**src/rtl/pdx_pkg.sv**
```systemverilog
// Shared constants and types for the packet deframer with XOR checksum.
// No dependencies; imported by pdx_parser and packet_deframer_xor_checksum.

package pdx_pkg;

	localparam int MAX_PAYLOAD    = 32;
	localparam int RESERVED_BYTES = 23;
	localparam int HDR_LEN        = 7;

	// position counts up to the high checksum byte
	localparam int POS_MAX = HDR_LEN + MAX_PAYLOAD + RESERVED_BYTES + 1;
	localparam int POS_W   = $clog2(POS_MAX + 1);
	localparam int LEN_W   = $clog2(MAX_PAYLOAD + 1);
	localparam int IDX_W   = 5;

	// header byte offsets
	localparam logic [POS_W-1:0] POS_DEST    = POS_W'(0);
	localparam logic [POS_W-1:0] POS_SRC     = POS_W'(1);
	localparam logic [POS_W-1:0] POS_TYPE    = POS_W'(2);
	localparam logic [POS_W-1:0] POS_SIZE_LO = POS_W'(3);
	localparam logic [POS_W-1:0] POS_SIZE_HI = POS_W'(4);
	localparam logic [POS_W-1:0] POS_CNT_LO  = POS_W'(5);
	localparam logic [POS_W-1:0] POS_CNT_HI  = POS_W'(6);

	typedef enum logic [1:0] {
		KIND_PAYLOAD  = 2'd0,
		KIND_RESERVED = 2'd1,
		KIND_DONE     = 2'd2
	} kind_t;

	typedef struct packed {
		logic [15:0]      computed_checksum;
		logic [15:0]      received_checksum;
		logic [15:0]      sent_count;
		logic [15:0]      total_size;
		logic [7:0]       frame_type;
		logic [7:0]       src_address;
		logic [7:0]       dest_address;
		logic [IDX_W-1:0] byte_index;
		logic [7:0]       byte_value;
		kind_t            kind;
	} result_t;

endpackage

```
**src/rtl/pdx_parser.sv**
```systemverilog
// Frame parser: position counter, header hold registers and XOR accumulator.
// Depends on pdx_pkg. Produces the result for the byte at its input combinationally.

module pdx_parser
	import pdx_pkg::*;
(
	input  logic       clk,
	input  logic       arst_n,
	input  logic       advance,
	input  logic [7:0] rx_byte,
	output logic       has_result,
	output result_t    res
);

	logic [POS_W-1:0] position_q;
	logic [7:0]       dest_q;
	logic [7:0]       src_q;
	logic [7:0]       type_q;
	logic [15:0]      size_q;
	logic [15:0]      count_q;
	logic [LEN_W-1:0] pay_len_q;
	logic [15:0]      xor_q;
	logic [7:0]       cks_lo_q;

	logic [POS_W-1:0] pay_end;
	logic [POS_W-1:0] res_end;
	logic             in_hdr;
	logic             in_pay;
	logic             in_res;
	logic             at_cks_lo;
	logic             at_cks_hi;
	logic [15:0]      count_new;
	logic [16:0]      diff;
	logic [LEN_W-1:0] len_new;

	assign pay_end   = POS_W'(HDR_LEN) + POS_W'(pay_len_q);
	assign res_end   = pay_end + POS_W'(RESERVED_BYTES);
	assign in_hdr    = position_q < POS_W'(HDR_LEN);
	assign in_pay    = !in_hdr && (position_q < pay_end);
	assign in_res    = !in_hdr && !in_pay && (position_q < res_end);
	assign at_cks_lo = !in_hdr && !in_pay && !in_res && (position_q == res_end);
	assign at_cks_hi = !in_hdr && !in_pay && !in_res && !at_cks_lo;

	// clamp size - counter to 0..MAX_PAYLOAD using the counter as it completes
	assign count_new = {rx_byte, count_q[7:0]};
	assign diff      = {1'b0, size_q} - {1'b0, count_new};
	always_comb begin
		if (count_new >= size_q) begin
			len_new = '0;
		end else if (diff > 17'(MAX_PAYLOAD)) begin
			len_new = LEN_W'(MAX_PAYLOAD);
		end else begin
			len_new = diff[LEN_W-1:0];
		end
	end

	assign has_result = in_pay || in_res || at_cks_hi;

	always_comb begin
		res = '0;
		if (in_pay) begin
			res.kind       = KIND_PAYLOAD;
			res.byte_value = rx_byte;
			res.byte_index = IDX_W'(position_q - POS_W'(HDR_LEN));
		end else if (in_res) begin
			res.kind       = KIND_RESERVED;
			res.byte_value = rx_byte;
			res.byte_index = IDX_W'(position_q - pay_end);
		end else if (at_cks_hi) begin
			res.kind              = KIND_DONE;
			res.dest_address      = dest_q;
			res.src_address       = src_q;
			res.frame_type        = type_q;
			res.total_size        = size_q;
			res.sent_count        = count_q;
			res.received_checksum = {rx_byte, cks_lo_q};
			res.computed_checksum = xor_q;
		end
	end

	always_ff @(posedge clk or negedge arst_n) begin
		if (!arst_n) begin
			position_q <= '0;
			dest_q     <= '0;
			src_q      <= '0;
			type_q     <= '0;
			size_q     <= '0;
			count_q    <= '0;
			pay_len_q  <= '0;
			xor_q      <= '0;
			cks_lo_q   <= '0;
		end else if (advance) begin
			// frame done: restart at the first header byte
			if (at_cks_hi) begin
				position_q <= '0;
			end else begin
				position_q <= position_q + POS_W'(1);
			end
			if (in_hdr) begin
				unique case (position_q)
					POS_DEST:    dest_q         <= rx_byte;
					POS_SRC:     src_q          <= rx_byte;
					POS_TYPE:    type_q         <= rx_byte;
					POS_SIZE_LO: size_q[7:0]    <= rx_byte;
					POS_SIZE_HI: size_q[15:8]   <= rx_byte;
					POS_CNT_LO:  count_q[7:0]   <= rx_byte;
					default: begin
						count_q[15:8] <= rx_byte;
						pay_len_q     <= len_new;
						xor_q         <= {8'h00, dest_q ^ src_q ^ type_q} ^ size_q ^ count_new;
					end
				endcase
			end
			if (in_pay) begin
				xor_q <= xor_q ^ {8'h00, rx_byte};
			end
			if (at_cks_lo) begin
				cks_lo_q <= rx_byte;
			end
		end
	end

endmodule

```
**src/rtl/packet_deframer_xor_checksum.sv**
```systemverilog
// Top level of the packet deframer: input word register, parser, output register.
// Depends on pdx_pkg and pdx_parser.

// Accepts one frame word per clock and gives at most one output word per input
// word, valid once it has passed the input register and then the output register.
// Payload and reserved bytes come out with kind 0 or 1 and their index; after the
// high checksum byte one word with kind 2 carries the header fields, the received
// and the computed XOR checksum, and the next input word starts a new frame.
// Header bytes and the low checksum byte give no output word. Full rate holds
// while m_tready stays high; the output register lets a new word enter while a
// finished word waits.

module packet_deframer_xor_checksum
	import pdx_pkg::*;
(
	input  logic         clk,
	input  logic         arst_n,
	input  logic         s_tvalid,
	output logic         s_tready,
	input  logic [7:0]   s_tdata,   // [7:0] rx_byte
	output logic         m_tvalid,
	input  logic         m_tready,
	output logic [103:0] m_tdata,   // [7:0] byte_value, [12:8] byte_index,
	                                // [20:13] dest_address, [28:21] src_address,
	                                // [36:29] frame_type, [52:37] total_size,
	                                // [68:53] sent_count, [84:69] received_checksum,
	                                // [100:85] computed_checksum, [103:101] zero
	output logic [1:0]   m_tuser    // [1:0] kind
);

	logic       valid_s1;
	logic [7:0] byte_s1;
	logic       has_result;
	result_t    res;
	logic       out_free;
	logic       adv_s1;
	result_t    out_q;
	logic       out_valid_q;

	assign out_free = !out_valid_q || m_tready;
	assign adv_s1   = valid_s1 && (!has_result || out_free);
	assign s_tready = !valid_s1 || adv_s1;

	always_ff @(posedge clk or negedge arst_n) begin
		if (!arst_n) begin
			valid_s1 <= 1'b0;
		end else if (s_tvalid && s_tready) begin
			valid_s1 <= 1'b1;
		end else if (adv_s1) begin
			valid_s1 <= 1'b0;
		end
	end

	always_ff @(posedge clk) begin
		if (s_tvalid && s_tready) begin
			byte_s1 <= s_tdata;
		end
	end

	pdx_parser u_parser (
		.clk        (clk),
		.arst_n     (arst_n),
		.advance    (adv_s1),
		.rx_byte    (byte_s1),
		.has_result (has_result),
		.res        (res)
	);

	always_ff @(posedge clk or negedge arst_n) begin
		if (!arst_n) begin
			out_valid_q <= 1'b0;
		end else if (adv_s1 && has_result) begin
			out_valid_q <= 1'b1;
		end else if (m_tready) begin
			out_valid_q <= 1'b0;
		end
	end

	// hold the word until taken
	always_ff @(posedge clk) begin
		if (adv_s1 && has_result) begin
			out_q <= res;
		end
	end

	assign m_tvalid = out_valid_q;
	assign m_tuser  = out_q.kind;
	assign m_tdata  = {3'b000,
	                   out_q.computed_checksum,
	                   out_q.received_checksum,
	                   out_q.sent_count,
	                   out_q.total_size,
	                   out_q.frame_type,
	                   out_q.src_address,
	                   out_q.dest_address,
	                   out_q.byte_index,
	                   out_q.byte_value};

endmodule

```
**config.mk**
```make
export PLATFORM = sky130hd
export DESIGN_NAME = packet_deframer_xor_checksum
export DESIGN_NICKNAME = d
export VERILOG_FILES = /design/src/rtl/pdx_pkg.sv /design/src/rtl/pdx_parser.sv /design/src/rtl/packet_deframer_xor_checksum.sv
export SDC_FILE = /design/constraint.sdc
export NUM_CORES = 1
export LEC_CHECK = 0
export ABC_CLOCK_PERIOD_IN_PS = 13200
export BUFFER_PORTS_ARGS = -buffer_cell sky130_fd_sc_hd__clkbuf_2
export CAP_MARGIN = 20
export CORE_ASPECT_RATIO = 1.25
export CORE_MARGIN = 2
export CORE_UTILIZATION = 60
export CTS_CLUSTER_SIZE = 16
export DETAILED_ROUTE_END_ITERATION = 10
export PLACE_DENSITY = 0.93
export RECOVER_POWER = 50
export REMOVE_ABC_BUFFERS = 1
export SYNTH_ARGS = -nofsm -noshare
export SYNTH_HDL_FRONTEND = slang
export SYNTH_SLANG_ARGS = --single-unit
export TNS_END_PERCENT = 20
```
**constraint.sdc**
```tcl
create_clock -name clk -period 13.2 [get_ports clk]
set_clock_uncertainty 0.15 [all_clocks]
set_input_delay 1.32 -clock clk [delete_from_list [all_inputs] [get_ports clk]]
set_output_delay 1.32 -clock clk [all_outputs]
set_load 0.03 [all_outputs]
```
==> results.cfg <==
[setup_path]
reg2reg_slack_ns = 7.40
end_kind = output pin
criticalPathCategory = flop to output pin
r2r_end = u_parser.pay_len_q[0]
crit_path_start_kind = flop
r2r_start = u_parser.position_q[1]
path_max_fanout = 10
cp.arrival_ns = 4.46
rr_worst_depth = 9
required_ns = 11.73

[clocking]
cts_tree = yes
clock_latency_ns = 0.49
clk_pin_slew_worst_paths_ns = 0.07
hold_buffers = 0
clk_path_buf_depth = 3
postCtsResizedCells = 0
h-tree-depth = 1
numCtsBuffers = 19
cts_root_buf = clkbuf_16
postCtsSetupBuffers = 0
cts.sinks = 205

[die]
fp.dieH_microns = 146.1
ios = 120
rows = 51
start_util_pct = 61.76
core_sq_mm = 0.01570
dieArea_sq_mm = 0.01720
die_w_microns = 117.7

[placed_design]
port_buffers = 116
dpl.hpwl_microns = 14790
placed_cell_area_sq_mm = 0.01043
gp_congestion = 0.9162

[final_layout]
antenna_cells = 0
syn_to_final_growth_pct = 11.87
drive_gt1_share_pct = 6.422
fin_area_sq_mm = 0.01085
nets = 1015
fillCellCount = 1141

[timing]
rsz0062_at_grt = false
tightest_slew_ns = 3.685
timing.fmax_mhz = 168.6
report.final.slew_viol_count = 130
finalCritPeriodShare_pct = 44.92
timing.slew.headroom_pct = -145.7
setup_viol_count_final = 0
finalSetupTns_ns = 0
hold_viol = 0
fin_crit_ns = 5.930

[min_path]
whs_path_depth = 2
min_path_type = flop to flop
min_to = u_parser.count_q[11]
min_from = u_parser.count_q[11]

[drt]
wl_per_cell_microns = 18.31
dr.pass1.iters = 6
vias = 7039
totalWireLength_microns = 21850
drt_iter0_drc = 534
drc = 0
viasPerCell = 5.900
ant_nets = 0

[pwr]
powerDensity_mw_per_mm2 = 277.4
power.leakage_nw = 4.366
ir_drop_mv = 0.1553

[logic_synthesis]
yosys-top-cells-count = edfxtp_1 (111), nand2_1 (111), dfrtp_1 (94)
yosysSeqAreaShare_pct = 58.65
syn_area_sq_mm = 0.009694
yosysWarnings = 0
synth-seq-cells = 205
synthFlopType = edfxtp_1
syn_area_per_cell_sq_um = 11.22
synth_top_area_share_pct = 34.38
syn_inst = 864
synth_edf_count = 111
ys_types = 67
synth.area.top_cells = edfxtp_1 (34%), dfrtp_1 (24%), and2_1 (4.8%)
synth.largest_area_cell = edfxtp_1
async_reset_ff_share_pct = 45.85

[run_status]
failed_checks = max-capacitance violations, max-slew violations
status = complete, but fails checks

[global_routing]
grt_pass1_wl_microns = 34460
antenna_found_initial = 0
grt_pass1_vias = 6748
grt_start_max_net_pins = 85
grt_usage_pct = 25.12
gr-total-overflow = 0

[run]
cap_violations = 3
==> per-stage QoR <==
step           hold WS [ns]  power [mW]  instances  util [%]  worst slack (ns)
3_5_place_dp         0.3122       2.507       1159     66.41             7.744
4_1_cts              0.3263       3.037       1193     70.11             7.361
5_1_grt              0.3509       3.181       1193     69.09             6.725
6_report             0.3256       3.008       1193     69.09             7.270
3_3_place_gp         0.3039       2.459       1159     66.41             7.894
2_1_floorplan        0.2918       2.150        827         -             3.919
==> worst max-delay path, cell delays in order, from the launching register on <==
cell and delay, ns:
dfrtp_1 0.52, ha_1 0.40, a2111oi_0 2.19, nor2_1 0.21, o211a_1 0.36, inv_1 0.07
clkbuf_2 0.21
==> flip-flops by register name, indices dropped and copies added (netlist names), 8 cells and up <==
name / cells
u_parser.src_q: 8
u_parser.size_q: 16
byte_s1: 8
u_parser.dest_q: 8
u_parser.count_q: 16
u_parser.type_q: 8
m_tdata: 101
u_parser.xor_q: 16
u_parser.cks_lo_q: 8
==> how the worst max path moves through the flow <==
| stage | cells after the start | endpoint | start |
|---|---|---|---|
| after floorplan | 13 | m_tdata[0] | u_parser.pay_len_q[0] |
| after global placement | 14 | m_tdata[77] | u_parser.pay_len_q[0] |
| after detailed placement | 14 | m_tdata[43] | u_parser.pay_len_q[0] |
| after CTS | 14 | s_tready | u_parser.pay_len_q[0] |
| after global routing | 2 | u_parser.type_q[3] | arst_n |
| final | 6 | s_tready | u_parser.position_q[1] |
==> metal layers <==
metal	GRT usage [%]	up-vias	wire length (microns)	part of all wire, %
met5	0	-	0	0
met4	13.43	0	1104	5.1
met3	3.320	87	1399	6.4
met2	43.31	332	11110	51
met1	30.83	3381	8227	38
li1	-	3239	-	-
==> cell usage in the layout, fill, tap and decap left out, drive strengths merged, types with 7 or more instances in the layout <==
cell type  count
clkbuf       146
nand2        112
edfxtp       111
dfrtp         94
o21ai         91
and2          74
xnor2         46
a21oi         36
nor2          34
ha            33
nor3          32
inv           27
clkinv        12
or3            9
a21o           9
mux2           9
nor2b          8
o31ai          8
nand3          7
==> cell families after synthesis <==
group / count (synthesis) / synth area share, %
AND/OR/NAND/NOR: 306 / 16.13
flip-flops: 205 / 58.65
AO/OA/AOI/OAI: 183 / 11.58
buffers and inverters: 72 / 3.085
XOR/XNOR: 52 / 4.698
adder cells (fa/ha/maj): 35 / 4.672
multiplexers: 10 / 1.149
other: 1 / 0.03868
==> cell type report <==
| cell class | instances | area (sq um) | share of cell area [%] |
|---|---|---|---|
| Tap cell | 212 | 265.3 | 2.446 |
| Multi-Input combinational cell | 589 | 3719 | 34.29 |
| Inverter | 33 | 123.9 | 1.142 |
| Sequential cell | 205 | 5685 | 52.42 |
| Clock buffer | 28 | 539.3 | 4.972 |
| Timing Repair Buffer | 120 | 471.7 | 4.349 |
| Clock inverter | 6 | 41.29 | 0.3807 |
==> power by group <==
| group | internal, mW | switching [mW] |
|---|---|---|
| sequential | 0.971 | 0.159 |
| combinational | 0.430 | 0.930 |
| clock | 0.286 | 0.232 |
(Power assumes the default switching activity.)
